<file path="config.mk">
export PLATFORM = sky130hd
export DESIGN_NAME = lcg_fisher_yates_shuffle_bag_unit
export DESIGN_NICKNAME = d
export VERILOG_FILES = /design/src/rtl/lfysb_pkg.sv /design/src/rtl/lfysb_dp.sv /design/src/rtl/lfysb_ctrl.sv /design/src/rtl/lcg_fisher_yates_shuffle_bag_unit.sv
export SDC_FILE = /design/constraint.sdc
export NUM_CORES = 2
export LEC_CHECK = 0
export BUFFER_PORTS_ARGS = -buffer_cell sky130_fd_sc_hd__buf_2
export CAP_MARGIN = 20
export CELL_PAD_IN_SITES_DETAIL_PLACEMENT = 1
export CELL_PAD_IN_SITES_GLOBAL_PLACEMENT = 2
export CORE_MARGIN = 4
export CORE_UTILIZATION = 42
export DETAILED_ROUTE_END_ITERATION = 16
export PLACE_DENSITY_LB_ADDON = 0.12
export SLEW_MARGIN = 10
export SYNTH_ARGS = -nofsm -noshare
export SYNTH_HDL_FRONTEND = slang
export SYNTH_HIERARCHICAL = 1
export SYNTH_SLANG_ARGS = --single-unit
export TNS_END_PERCENT = 1
</file>
<file path="constraint.sdc">
create_clock -name i_clk -period 8.2 [get_ports i_clk]
set_input_delay 0.82 -clock i_clk [delete_from_list [all_inputs] [get_ports i_clk]]
set_output_delay 0.82 -clock i_clk [all_outputs]
set_load 0.05 [all_outputs]
</file>
<file path="src/rtl/lfysb_pkg.sv">
// Shared constants, request codes and controller/datapath interface types for the shuffle bag.
package lfysb_pkg;

    // Bag geometry.
    localparam int BAG_DEPTH = 128;
    localparam int ADDR_W    = $clog2(BAG_DEPTH);
    localparam int CNT_W     = $clog2(BAG_DEPTH + 1);

    // Field widths.
    localparam int ITEM_W = 8;
    localparam int REQ_W  = 2;
    localparam int GEN_W  = 32;
    localparam int RND_W  = 16;

    // Generator constants.
    localparam logic [GEN_W-1:0] LCG_MUL = 32'd1664525;
    localparam logic [GEN_W-1:0] LCG_ADD = 32'd1013904223;

    // Remainder unit retires one dividend bit per cycle.
    localparam int DIV_STEPS = RND_W;
    localparam int DIV_CW    = $clog2(DIV_STEPS);

    // Request codes.
    localparam logic [REQ_W-1:0] REQ_PUSH    = 2'd0;
    localparam logic [REQ_W-1:0] REQ_SHUFFLE = 2'd1;
    localparam logic [REQ_W-1:0] REQ_DRAW    = 2'd2;
    localparam logic [REQ_W-1:0] REQ_NOP     = 2'd3;

    // Commands from the controller to the datapath.
    typedef struct packed {
        logic accept;
        logic push;
        logic set_ovf;
        logic set_empty;
        logic seed_load;
        logic gen_step;
        logic div_step;
        logic rd_i;
        logic rd_j;
        logic wr_i;
        logic wr_j;
        logic draw_rd;
        logic draw_take;
        logic out_load;
    } t_cmd;

    // Status from the datapath to the controller.
    typedef struct packed {
        logic [REQ_W-1:0] req;
        logic             full;
        logic             empty;
        logic             lt2;
        logic             div_done;
        logic             idx_last;
        logic             out_free;
    } t_sts;

endpackage

</file>
<file path="src/rtl/lfysb_dp.sv">
// Datapath of the shuffle bag: item RAM, fill count, generator, remainder unit and result register.
module lfysb_dp (
    input  logic                              i_clk,
    input  logic                              i_rst_n,
    input  logic [lfysb_pkg::REQ_W-1:0]       i_req_type,
    input  logic [lfysb_pkg::ITEM_W-1:0]      i_item_value,
    input  logic                              i_seed_we,
    input  logic [lfysb_pkg::GEN_W-1:0]       i_seed_wdata,
    input  logic                              i_stall,
    input  lfysb_pkg::t_cmd                   i_cmd,
    output lfysb_pkg::t_sts                   o_sts,
    output logic                              o_valid,
    output logic [lfysb_pkg::ITEM_W-1:0]      o_drawn_item,
    output logic                              o_bag_empty,
    output logic                              o_push_overflow,
    output logic [lfysb_pkg::CNT_W-1:0]       o_items_left
);

    // Item RAM with one write port and one registered read port.
    logic [lfysb_pkg::ITEM_W-1:0] r_mem [lfysb_pkg::BAG_DEPTH];
    logic [lfysb_pkg::ITEM_W-1:0] r_rd_data;
    logic [lfysb_pkg::ITEM_W-1:0] r_tmp;

    logic [lfysb_pkg::REQ_W-1:0]  r_req;
    logic [lfysb_pkg::ITEM_W-1:0] r_item;
    logic [lfysb_pkg::CNT_W-1:0]  r_count;
    logic [lfysb_pkg::GEN_W-1:0]  r_seed;
    logic [lfysb_pkg::GEN_W-1:0]  r_gen;
    logic [lfysb_pkg::GEN_W-1:0]  n_gen;
    logic [lfysb_pkg::ADDR_W-1:0] r_idx;

    logic [lfysb_pkg::RND_W-1:0]  r_dvd;
    logic [lfysb_pkg::CNT_W-1:0]  r_rem;
    logic [lfysb_pkg::CNT_W-1:0]  n_rem;
    logic [lfysb_pkg::DIV_CW-1:0] r_div_cnt;
    logic [lfysb_pkg::CNT_W-1:0]  divisor;
    logic [lfysb_pkg::CNT_W:0]    trial;

    logic [lfysb_pkg::ITEM_W-1:0] r_res_drawn;
    logic                         r_res_empty;
    logic                         r_res_ovf;

    logic [lfysb_pkg::ITEM_W-1:0] r_out_drawn;
    logic                         r_out_empty;
    logic                         r_out_ovf;
    logic [lfysb_pkg::CNT_W-1:0]  r_out_left;
    logic                         r_out_valid;

    logic [lfysb_pkg::ADDR_W-1:0] top_addr;
    logic [lfysb_pkg::ADDR_W-1:0] j_addr;
    logic [lfysb_pkg::ADDR_W-1:0] rd_addr;
    logic [lfysb_pkg::ADDR_W-1:0] wr_addr;
    logic [lfysb_pkg::ITEM_W-1:0] wr_data;
    logic                         wr_en;

    // Address of the top item and the swap partner taken from the remainder.
    assign top_addr = lfysb_pkg::ADDR_W'(r_count - lfysb_pkg::CNT_W'(1));
    assign j_addr   = r_rem[lfysb_pkg::ADDR_W-1:0];

    // RAM port selection.
    always_comb begin
        rd_addr = r_idx;
        if (i_cmd.rd_j) begin
            rd_addr = j_addr;
        end else if (i_cmd.draw_rd) begin
            rd_addr = top_addr;
        end
        wr_en   = i_cmd.push | i_cmd.wr_i | i_cmd.wr_j;
        wr_addr = r_idx;
        wr_data = r_rd_data;
        if (i_cmd.push) begin
            wr_addr = r_count[lfysb_pkg::ADDR_W-1:0];
            wr_data = r_item;
        end else if (i_cmd.wr_j) begin
            wr_addr = j_addr;
            wr_data = r_tmp;
        end
    end

    always_ff @(posedge i_clk) begin
        if (wr_en) begin
            r_mem[wr_addr] <= wr_data;
        end
        // The read register loads only on a read command and holds through the writes.
        if (i_cmd.rd_i | i_cmd.rd_j | i_cmd.draw_rd) begin
            r_rd_data <= r_mem[rd_addr];
        end
        // The first read of a swap is kept while the partner is fetched.
        if (i_cmd.rd_j) begin
            r_tmp <= r_rd_data;
        end
    end

    // Generator advance: low 32 bits of the product plus the increment.
    assign n_gen = r_gen * lfysb_pkg::LCG_MUL + lfysb_pkg::LCG_ADD;

    // One restoring remainder step against the divisor i + 1.
    assign divisor = lfysb_pkg::CNT_W'(r_idx) + lfysb_pkg::CNT_W'(1);
    assign trial   = {r_rem, r_dvd[lfysb_pkg::RND_W-1]};
    assign n_rem   = (trial >= {1'b0, divisor}) ?
                     lfysb_pkg::CNT_W'(trial - {1'b0, divisor}) :
                     trial[lfysb_pkg::CNT_W-1:0];

    // Control registers: count, seed, generator and output valid.
    always_ff @(posedge i_clk) begin
        if (!i_rst_n) begin
            r_count     <= '0;
            r_seed      <= lfysb_pkg::GEN_W'(1);
            r_gen       <= lfysb_pkg::GEN_W'(1);
            r_out_valid <= 1'b0;
        end else begin
            if (i_seed_we) begin
                r_seed <= i_seed_wdata;
            end
            if (i_cmd.push) begin
                r_count <= r_count + lfysb_pkg::CNT_W'(1);
            end else if (i_cmd.draw_rd) begin
                r_count <= r_count - lfysb_pkg::CNT_W'(1);
            end
            if (i_cmd.seed_load) begin
                r_gen <= (r_seed == '0) ? lfysb_pkg::GEN_W'(1) : r_seed;
            end else if (i_cmd.gen_step) begin
                r_gen <= n_gen;
            end
            if (i_cmd.out_load) begin
                r_out_valid <= 1'b1;
            end else if (!i_stall) begin
                r_out_valid <= 1'b0;
            end
        end
    end

    // Request capture, walk index, remainder unit and result fields.
    always_ff @(posedge i_clk) begin
        if (i_cmd.accept) begin
            r_req       <= i_req_type;
            r_item      <= i_item_value;
            r_res_drawn <= '0;
            r_res_empty <= 1'b0;
            r_res_ovf   <= 1'b0;
        end
        if (i_cmd.set_ovf) begin
            r_res_ovf <= 1'b1;
        end
        if (i_cmd.set_empty) begin
            r_res_empty <= 1'b1;
        end
        if (i_cmd.draw_take) begin
            r_res_drawn <= r_rd_data;
        end
        if (i_cmd.seed_load) begin
            r_idx <= top_addr;
        end else if (i_cmd.wr_j) begin
            r_idx <= r_idx - lfysb_pkg::ADDR_W'(1);
        end
        // Division starts on the freshly advanced generator value.
        if (i_cmd.gen_step) begin
            r_dvd     <= n_gen[lfysb_pkg::GEN_W-1 -: lfysb_pkg::RND_W];
            r_rem     <= '0;
            r_div_cnt <= '0;
        end else if (i_cmd.div_step) begin
            r_dvd     <= {r_dvd[lfysb_pkg::RND_W-2:0], 1'b0};
            r_rem     <= n_rem;
            r_div_cnt <= r_div_cnt + lfysb_pkg::DIV_CW'(1);
        end
        if (i_cmd.out_load) begin
            r_out_drawn <= r_res_drawn;
            r_out_empty <= r_res_empty;
            r_out_ovf   <= r_res_ovf;
            r_out_left  <= r_count;
        end
    end

    // Status toward the controller.
    always_comb begin
        o_sts.req      = r_req;
        o_sts.full     = (r_count == lfysb_pkg::CNT_W'(lfysb_pkg::BAG_DEPTH));
        o_sts.empty    = (r_count == '0);
        o_sts.lt2      = (r_count < lfysb_pkg::CNT_W'(2));
        o_sts.div_done = (r_div_cnt == lfysb_pkg::DIV_CW'(lfysb_pkg::DIV_STEPS - 1));
        o_sts.idx_last = (r_idx == lfysb_pkg::ADDR_W'(1));
        o_sts.out_free = !r_out_valid || !i_stall;
    end

    assign o_valid         = r_out_valid;
    assign o_drawn_item    = r_out_drawn;
    assign o_bag_empty     = r_out_empty;
    assign o_push_overflow = r_out_ovf;
    assign o_items_left    = r_out_left;

endmodule

</file>
<file path="src/rtl/lfysb_ctrl.sv">
// Controller state machine that sequences push, draw and the shuffle walk.
module lfysb_ctrl (
    input  logic            i_clk,
    input  logic            i_rst_n,
    input  logic            i_valid,
    output logic            o_stall,
    input  lfysb_pkg::t_sts i_sts,
    output lfysb_pkg::t_cmd o_cmd
);

    localparam logic [3:0] ST_IDLE    = 4'd0;
    localparam logic [3:0] ST_DECODE  = 4'd1;
    localparam logic [3:0] ST_SH_GEN  = 4'd2;
    localparam logic [3:0] ST_SH_DIV  = 4'd3;
    localparam logic [3:0] ST_SH_RDI  = 4'd4;
    localparam logic [3:0] ST_SH_RDJ  = 4'd5;
    localparam logic [3:0] ST_SH_WRI  = 4'd6;
    localparam logic [3:0] ST_SH_WRJ  = 4'd7;
    localparam logic [3:0] ST_DR_WAIT = 4'd8;
    localparam logic [3:0] ST_FINISH  = 4'd9;

    logic [3:0] r_state;
    logic [3:0] n_state;

    always_ff @(posedge i_clk) begin
        if (!i_rst_n) begin
            r_state <= ST_IDLE;
        end else begin
            r_state <= n_state;
        end
    end

    // Next state and command decode.
    always_comb begin
        n_state = r_state;
        o_cmd   = '0;
        unique case (r_state)
            ST_IDLE: begin
                o_cmd.accept = i_valid;
                if (i_valid) begin
                    n_state = ST_DECODE;
                end
            end
            ST_DECODE: begin
                n_state = ST_FINISH;
                unique case (i_sts.req)
                    lfysb_pkg::REQ_PUSH: begin
                        o_cmd.push    = !i_sts.full;
                        o_cmd.set_ovf = i_sts.full;
                    end
                    lfysb_pkg::REQ_SHUFFLE: begin
                        o_cmd.seed_load = 1'b1;
                        if (!i_sts.lt2) begin
                            n_state = ST_SH_GEN;
                        end
                    end
                    lfysb_pkg::REQ_DRAW: begin
                        o_cmd.set_empty = i_sts.empty;
                        o_cmd.draw_rd   = !i_sts.empty;
                        if (!i_sts.empty) begin
                            n_state = ST_DR_WAIT;
                        end
                    end
                    lfysb_pkg::REQ_NOP: begin
                        n_state = ST_FINISH;
                    end
                    default: begin
                        n_state = ST_FINISH;
                    end
                endcase
            end
            ST_SH_GEN: begin
                o_cmd.gen_step = 1'b1;
                n_state        = ST_SH_DIV;
            end
            ST_SH_DIV: begin
                o_cmd.div_step = 1'b1;
                if (i_sts.div_done) begin
                    n_state = ST_SH_RDI;
                end
            end
            ST_SH_RDI: begin
                o_cmd.rd_i = 1'b1;
                n_state    = ST_SH_RDJ;
            end
            ST_SH_RDJ: begin
                o_cmd.rd_j = 1'b1;
                n_state    = ST_SH_WRI;
            end
            ST_SH_WRI: begin
                o_cmd.wr_i = 1'b1;
                n_state    = ST_SH_WRJ;
            end
            ST_SH_WRJ: begin
                // Swap done; index 1 is the last step of the walk.
                o_cmd.wr_j = 1'b1;
                n_state    = i_sts.idx_last ? ST_FINISH : ST_SH_GEN;
            end
            ST_DR_WAIT: begin
                o_cmd.draw_take = 1'b1;
                n_state         = ST_FINISH;
            end
            ST_FINISH: begin
                // Hold the result until the output register can take it.
                o_cmd.out_load = i_sts.out_free;
                if (i_sts.out_free) begin
                    n_state = ST_IDLE;
                end
            end
            default: begin
                n_state = ST_IDLE;
            end
        endcase
    end

    assign o_stall = (r_state != ST_IDLE);

endmodule

</file>
<file path="src/rtl/lcg_fisher_yates_shuffle_bag_unit.sv">
// Top level of the shuffle bag: controller, datapath and interface checks.
// A shuffle walks the index from the top item down to one; per step the generator
// advances, the bit-serial remainder unit runs and the swap uses the single RAM port.
// One word is in flight at a time; a finished result waits in the output register.
// Synchronous active-low reset empties the bag and sets seed and generator to one.
module lcg_fisher_yates_shuffle_bag_unit (
    input  logic                              i_clk,
    input  logic                              i_rst_n,
    input  logic                              i_valid,
    output logic                              o_stall,
    input  logic [lfysb_pkg::REQ_W-1:0]       i_req_type,
    input  logic [lfysb_pkg::ITEM_W-1:0]      i_item_value,
    input  logic                              i_seed_we,
    input  logic [lfysb_pkg::GEN_W-1:0]       i_seed_wdata,
    output logic                              o_valid,
    input  logic                              i_stall,
    output logic [lfysb_pkg::ITEM_W-1:0]      o_drawn_item,
    output logic                              o_bag_empty,
    output logic                              o_push_overflow,
    output logic [lfysb_pkg::CNT_W-1:0]       o_items_left
);

    lfysb_pkg::t_cmd cmd;
    lfysb_pkg::t_sts sts;

    lfysb_ctrl u_ctrl (
        .i_clk   (i_clk),
        .i_rst_n (i_rst_n),
        .i_valid (i_valid),
        .o_stall (o_stall),
        .i_sts   (sts),
        .o_cmd   (cmd)
    );

    lfysb_dp u_dp (
        .i_clk           (i_clk),
        .i_rst_n         (i_rst_n),
        .i_req_type      (i_req_type),
        .i_item_value    (i_item_value),
        .i_seed_we       (i_seed_we),
        .i_seed_wdata    (i_seed_wdata),
        .i_stall         (i_stall),
        .i_cmd           (cmd),
        .o_sts           (sts),
        .o_valid         (o_valid),
        .o_drawn_item    (o_drawn_item),
        .o_bag_empty     (o_bag_empty),
        .o_push_overflow (o_push_overflow),
        .o_items_left    (o_items_left)
    );

    // The reported count never exceeds the bag size.
    a_count_range: assert property (@(posedge i_clk) disable iff (!i_rst_n)
        o_valid |-> (o_items_left <= lfysb_pkg::CNT_W'(lfysb_pkg::BAG_DEPTH)))
        else $error("items_left beyond bag size");

    // An empty draw returns no item and leaves the bag at zero.
    a_empty_draw: assert property (@(posedge i_clk) disable iff (!i_rst_n)
        (o_valid && o_bag_empty) |-> (o_drawn_item == '0 && o_items_left == '0))
        else $error("empty draw with item or nonzero count");

    // A refused push only happens on a full bag and never with an empty flag.
    a_overflow: assert property (@(posedge i_clk) disable iff (!i_rst_n)
        (o_valid && o_push_overflow) |->
        (o_items_left == lfysb_pkg::CNT_W'(lfysb_pkg::BAG_DEPTH) && !o_bag_empty))
        else $error("overflow flag with bag not full");

    // A new result only appears while the block is still busy with its word.
    a_result_busy: assert property (@(posedge i_clk) disable iff (!i_rst_n)
        (cmd.out_load) |-> o_stall)
        else $error("result loaded while idle");

endmodule
</file>
Word-level counts from Yosys, hierarchy flattened --
Memory sizes are Yosys's and may differ from the RTL's. A register that Yosys moved wholly into a read port is not among the register bits. Index checks and enable logic that the tools add are counted.
Operators by class: $add $sub $neg 7, multipliers 1, div/mod/pow operators 0, magnitude comparators 2, eq/ne operators 18, shifts and indexed selects 0, mux-type cells 45, bitwise gates (word level) 4, reductions and logical operators 16
Operators with widths (number):
- 32-bit two-way mux | 3
- 8-bit two-way mux | 7
- 7-bit two-way mux | 6
- 4-bit one-hot mux with 10 select lines | 1
- 32-bit by 30-bit adder with 32-bit output, second input constant | 1
- 32-bit logical NOT | 1
- 32-bit by 21-bit multiplier with 32-bit output, second input constant | 1
- 16-bit two-way mux | 2
- 4-bit two-way mux | 6
- 1-bit two-way mux | 18
- 4-bit by 3-bit == test with 1-bit output, second input constant | 4
- 4-bit == test, second input constant | 3
- 2-bit nonzero test | 5
- 9-bit by 8-bit greater-or-equal comparator with 1-bit output | 1
- 7-bit by 1-bit adder with 8-bit output, second input constant | 1
- 8-bit by 1-bit adder with 8-bit output, second input constant | 1
- 4-bit by 2-bit == test with 1-bit output, second input constant | 2
- 8-bit == test, second input constant | 1
- 8-bit logical NOT | 1
- 8-bit by 2-bit less-than comparator with 1-bit output, second input constant | 1
- 4-bit one-hot mux with 2 select lines | 1
- 8-bit by 1-bit subtractor with 8-bit output, second input constant | 1
- 8-bit subtractor | 1
- 7-bit by 1-bit == test with 1-bit output, second input constant | 1
- 15 further kinds | 23
Storage, ports and cells: flip-flop bits (word level) 158, latch bits 0, RAM bits 1024, bits in read-only memories 0, memories 1
Memory list:
- u_dp.r_mem | depth 128, width 8, rd ports 1, clocked after memory_dff 1, write ports 1, RTL line lfysb_dp.sv:20 | logic [lfysb_pkg::ITEM_W-1:0] r_mem [lfysb_pkg::BAG_DEPTH];

Depth between registers and ports, before layout --
word-level depth 8, depth in mapped cells 24, depth with buffers taken out 23

Modules after synthesis --
The synthesis kept the hierarchy.
By module, submodules not included:
- lfysb_dp | instances 1, cells each 3724, area each 55002.8 um^2
- lfysb_ctrl | instances 1, cells each 65, area each 510.5 um^2

Least setup slack after synthesis --
Ideal clock, no wire load.
kind reg2reg, start register u_dp/r_count[0] (netlist bit), end memory u_dp/r_mem[0][5] (netlist bit), data pin, library setup time 1.196 ns, arrival 7.092 ns, required time 7.004 ns, setup slack -0.089 ns, stages on the path, launching flop included 13, clock period less this slack 8.289 ns, cell sequence dfxtp_1 buf_6 inv_1 ha_1 buf_2 and3_1 nor2_1 clkbuf_1 clkbuf_1 clkbuf_1 clkbuf_1 clkbuf_1 o21ai_0
RTL lines:
- start, declared | RTL line lfysb_dp.sv:26 | logic [lfysb_pkg::CNT_W-1:0] r_count;
- start signal, assigned | RTL line lfysb_dp.sv:116 | r_count <= r_count + lfysb_pkg::CNT_W'(1);
- start signal, assigned | RTL line lfysb_dp.sv:118 | r_count <= r_count - lfysb_pkg::CNT_W'(1);
- end, declared | RTL line lfysb_dp.sv:20

Worst setup path in the final report --
start register u_dp/r_gen[1] (netlist bit), end register u_dp/r_gen[30] (netlist bit)
Between the ends: word-level cells in the longest chain between the ends 4
Ends and longest elaborated chain:
- start, declared | RTL line lfysb_dp.sv:28 | logic [lfysb_pkg::GEN_W-1:0] r_gen;
- start signal, assigned | RTL line lfysb_dp.sv:109 | r_gen <= lfysb_pkg::GEN_W'(1);
- start signal, assigned | RTL line lfysb_dp.sv:121 | r_gen <= (r_seed == '0) ? lfysb_pkg::GEN_W'(1) : r_seed;
- start signal, assigned | RTL line lfysb_dp.sv:123 | r_gen <= n_gen;
- 32-bit by 21-bit multiplier with 32-bit output | RTL line lfysb_dp.sv:95 | assign n_gen = r_gen * lfysb_pkg::LCG_MUL + lfysb_pkg::LCG_ADD;
- 32-bit by 30-bit adder with 32-bit output | RTL line lfysb_dp.sv:95
- 32-bit two-way mux | RTL line lfysb_dp.sv:122 | end else if (i_cmd.gen_step) begin
- 32-bit two-way mux | RTL line lfysb_dp.sv:120 | if (i_cmd.seed_load) begin
Every way passes these cells. The select of a mux whose other input is x is not followed. A chain may end at the register's enable or synchronous reset.

==> out/metrics.yaml <==
sta:
  finalHoldViolations: 0
  rsz0062_at_grt: "false"
  period_share_pct: 83.4
  clock.fmax_mhz: 146
  slew_headroom_pct: 26.0
  tightest_slew_ns: 1.11
  setup_tns_ns: 0
  fin_worst_skew_ns: 0.0280
  slew_violations: 0
  post-route-min-period_ns: 6.84
  setup_viol: 0
synth:
  syn_avg_cell_area_um2: 14.7
  ys_ff_latch: 1190
  ys_types: 96
  synth.area.mux_share_pct: 9.34
  synthAdderAreaFrac_pct: 8.99
  netlist_instances: 3789
  synth_enable_flop_cells: 1099
  synth-simple-area-share_pct: 7.53
  synth_top_family_by_area: "multiplexers"
  ys_warn_count: 6
  synth_top_cell_by_area: "edfxtp_1"
  synth_flop_cell: "edfxtp_1"
  async_flop_share_pct: 0
  synth_compound_area_share_pct: 6.23
  synth_nets: 4151
  synth.top_cells.by_area: "edfxtp_1 (59%), mux4_2 (6.6%), fa_1 (5.0%)"
  synth_area_um2: 55500
  yosysTopAreaCellShare_pct: 59.4
  seq_area_frac_synth_pct: 62.7
  synth-xor-area-share_pct: 1.11
routing:
  drc: 0
  drt.antenna.violating_nets: 0
  routed.top_layer: "met4"
  dr_wl_met2_um: 71500
  wl_met3_um: 7500
  avgRoutedWirePerCell_um: 27.1
  drt_wl_total_um: 154000
  wl_met1_um: 72600
  viasPerCell: 5.58
  num_vias: 31800
  firstDrtPassIters: 7
  drt_iter0_markers: 2953
cts:
  clk_latency_ns: 0.76
  cts_buffers: 132
  cts_sinks: 1190
  cts-htree-levels: 4
  ctsHoldBuffers: 0
  clkTransAtPathRegs_ns: 0.06
  cts_tree: "built"
  ctsLongestPathBuffers: 3
  post_cts_buffers: 0
  clockRootBuffer: "clkbuf_16"
  cts_resized: 0
pwr:
  total_power_mw: 19.4
  intPower_mw: 12.7
  vdd_drop_max_v: 0.000256
  combinationalPowerShare_pct: 33.8
  powerDensity_nw_per_um2: 314
  p_sw_mw: 6.68
  leakage_nw: 21.9
  power.share.sequential_pct: 36.7
  clockPowerShare_pct: 29.5
  switching_share_pct: 34.5
global_route:
  antenna_found_initial: 3
  gr-total-overflow: 0
  grt_max_degree: 106
  grt_pass1_vias: 33100
  grt_pass1_wl_um: 228000
  globalRouteTotalUtil_pct: 22.5
setup_path:
  cpPeakStageDelay_ns: 0.57
  cp_slowest_cell: "dfxtp_1"
  worstSetupStartpointType: "flip-flop"
  worstPathMaxFanout: 9
  path_buf_inv: 6
  cp_data_arrival_time_ns: 7.53
  path_class: "reg -> reg"
  cp_top_family: "adder cells"
  cp-end-kind: "flip-flop"
  cp_cell_sequence: "inv_1 -> ha_1 -> inv_1 -> fa_1 -> fa_1 -> inv_1 -> fa_1 -> inv_1 -> fa_1 -> fa_1 -> inv_1 -> fa_1 -> inv_1 -> ha_1 -> and4_1 -> and3_1 -> a222oi_1 -> o21ai_1 -> o21a_1 -> o41ai_1 -> mux2i_1 -> o221a_1"
  cp_data_required_time_ns: 8.89
placed_design:
  dp.cells: 5477
  hpwl_um: 103000
  port_buffers: 66
  place_congestion: 0.834
min_path:
  worstHoldPathType: "in -> reg"
floorplan:
  initial_core_util_pct: 42.2
  die_area_um2: 138000
  dieHeight_um: 372
  die_x_um: 372
  rows: 133
  fp.coreArea_um2: 131000
  ios: 67
finish:
  mostFrequentLayoutCells: "edfxtp_1 (1099), nand2_1 (426), inv_1 (300)"
  nets: 4221
  syn2layout_area_growth_pct: 11.2
  final_common_cell: "edfxtp_1"
  final_cells: 5704
  final_util_pct: 47.0
  drive_gt1_share_pct: 13.9
run:
  drv_cap: 0
status:
  outcome: "finished, final reports clean"
==> through the flow <==
step           hold slack [ns]  setup WS, ns  area, um^2
2_1_floorplan            0.400       -0.0886       55500
3_3_place_gp             0.403          1.50       57600
3_5_place_dp             0.410          1.42       57600
4_1_cts                  0.183          1.38       61700
5_1_grt                  0.201         0.906       61700
6_report                 0.246          1.36       61700
==> path summary, 6_finish.rpt <==
| path | cells after the start | from | to | slack, ns |
|---|---|---|---|---|
| min | 1 | i_item_value[4] | u_dp/r_item[4]$_DFFE_PP_ | 0.25 |
| max reg2reg | 22 | u_dp/r_gen[1]$_SDFFE_PN0P_ | u_dp/r_gen[30]$_SDFFE_PN0P_ | 1.36 |
| min reg2reg | 0 | u_dp/r_res_drawn[3]$_SDFFCE_PN0P_ | u_dp/o_drawn_item[3]$_DFFE_PP_ | 0.42 |
| max | 22 | u_dp/r_gen[1]$_SDFFE_PN0P_ | u_dp/r_gen[30]$_SDFFE_PN0P_ | 1.36 |
==> metal layers <==
layer / track usage (%) / up-vias
met3: 3.31 / 181
met5: 0 / -
li1: - / 14200
met4: 5.05 / 0
met2: 35.4 / 753
met1: 33.4 / 16700
==> power groups by stage <==
| stage | clock network [mW] | logic (mW) | registers (mW) |
|---|---|---|---|
| 2_1_floorplan | 0 | 4.54 | 7.27 |
| 3_3_place_gp | 0 | 6.54 | 7.23 |
| 3_5_place_dp | 0 | 6.57 | 7.23 |
| 4_1_cts | 5.89 | 6.61 | 7.10 |
| 5_1_grt | 6.13 | 7.39 | 7.12 |
| 6_report | 5.72 | 6.55 | 7.10 |
==> flip-flops by register name (all words and copies together) (netlist names), 2 cells and up <==
register and cells:
u_dp/r_tmp 8, u_dp/r_seed 32, u_dp/r_req 2, u_dp/r_gen 32, u_ctrl/r_state 4, u_dp/r_dvd 16, u_dp/r_idx 7, u_dp/r_mem 1024
u_dp/r_count 8, u_dp/r_item 8, u_dp/o_items_left 8, u_dp/r_div_cnt 4, u_dp/r_rem 8, u_dp/o_drawn_item 8, u_dp/r_rd_data 8, u_dp/r_res_drawn 8
==> cells by family (layout without fill, tap and decap cells) <==
logic type | after synthesis | after routing
XOR/XNOR | 68 | 68
AND/OR/NAND/NOR | 910 | 910
adder cells (fa/ha/maj) | 315 | 315
buffers and inverters | 490 | 649
other | 0 | 1
AO/OA/AOI/OAI | 505 | 505
flip-flops | 1190 | 1190
multiplexers | 311 | 311
==> cell usage after synthesis (all sizes together), types with 75 or more instances <==
cell    count
dfxtp      91
nor2      236
inv       300
edfxtp   1099
fa        140
a21oi     136
mux2i     144
clkbuf     75
o21ai     104
nand2     427
buf       113
mux4      165
ha        175
==> cell type report <==
type                    count  area (um^2)
multi-input cells        2109        18600
repair buffers            124          831
diodes                      1         2.50
inverters                 302         1130
flip-flops and latches   1190        34800
fillers                 12900        69700
clock buffers             167         3580
well taps                1755         2200
clock inverters            56          526
Note: power is estimated with default switching activity, not from simulation.
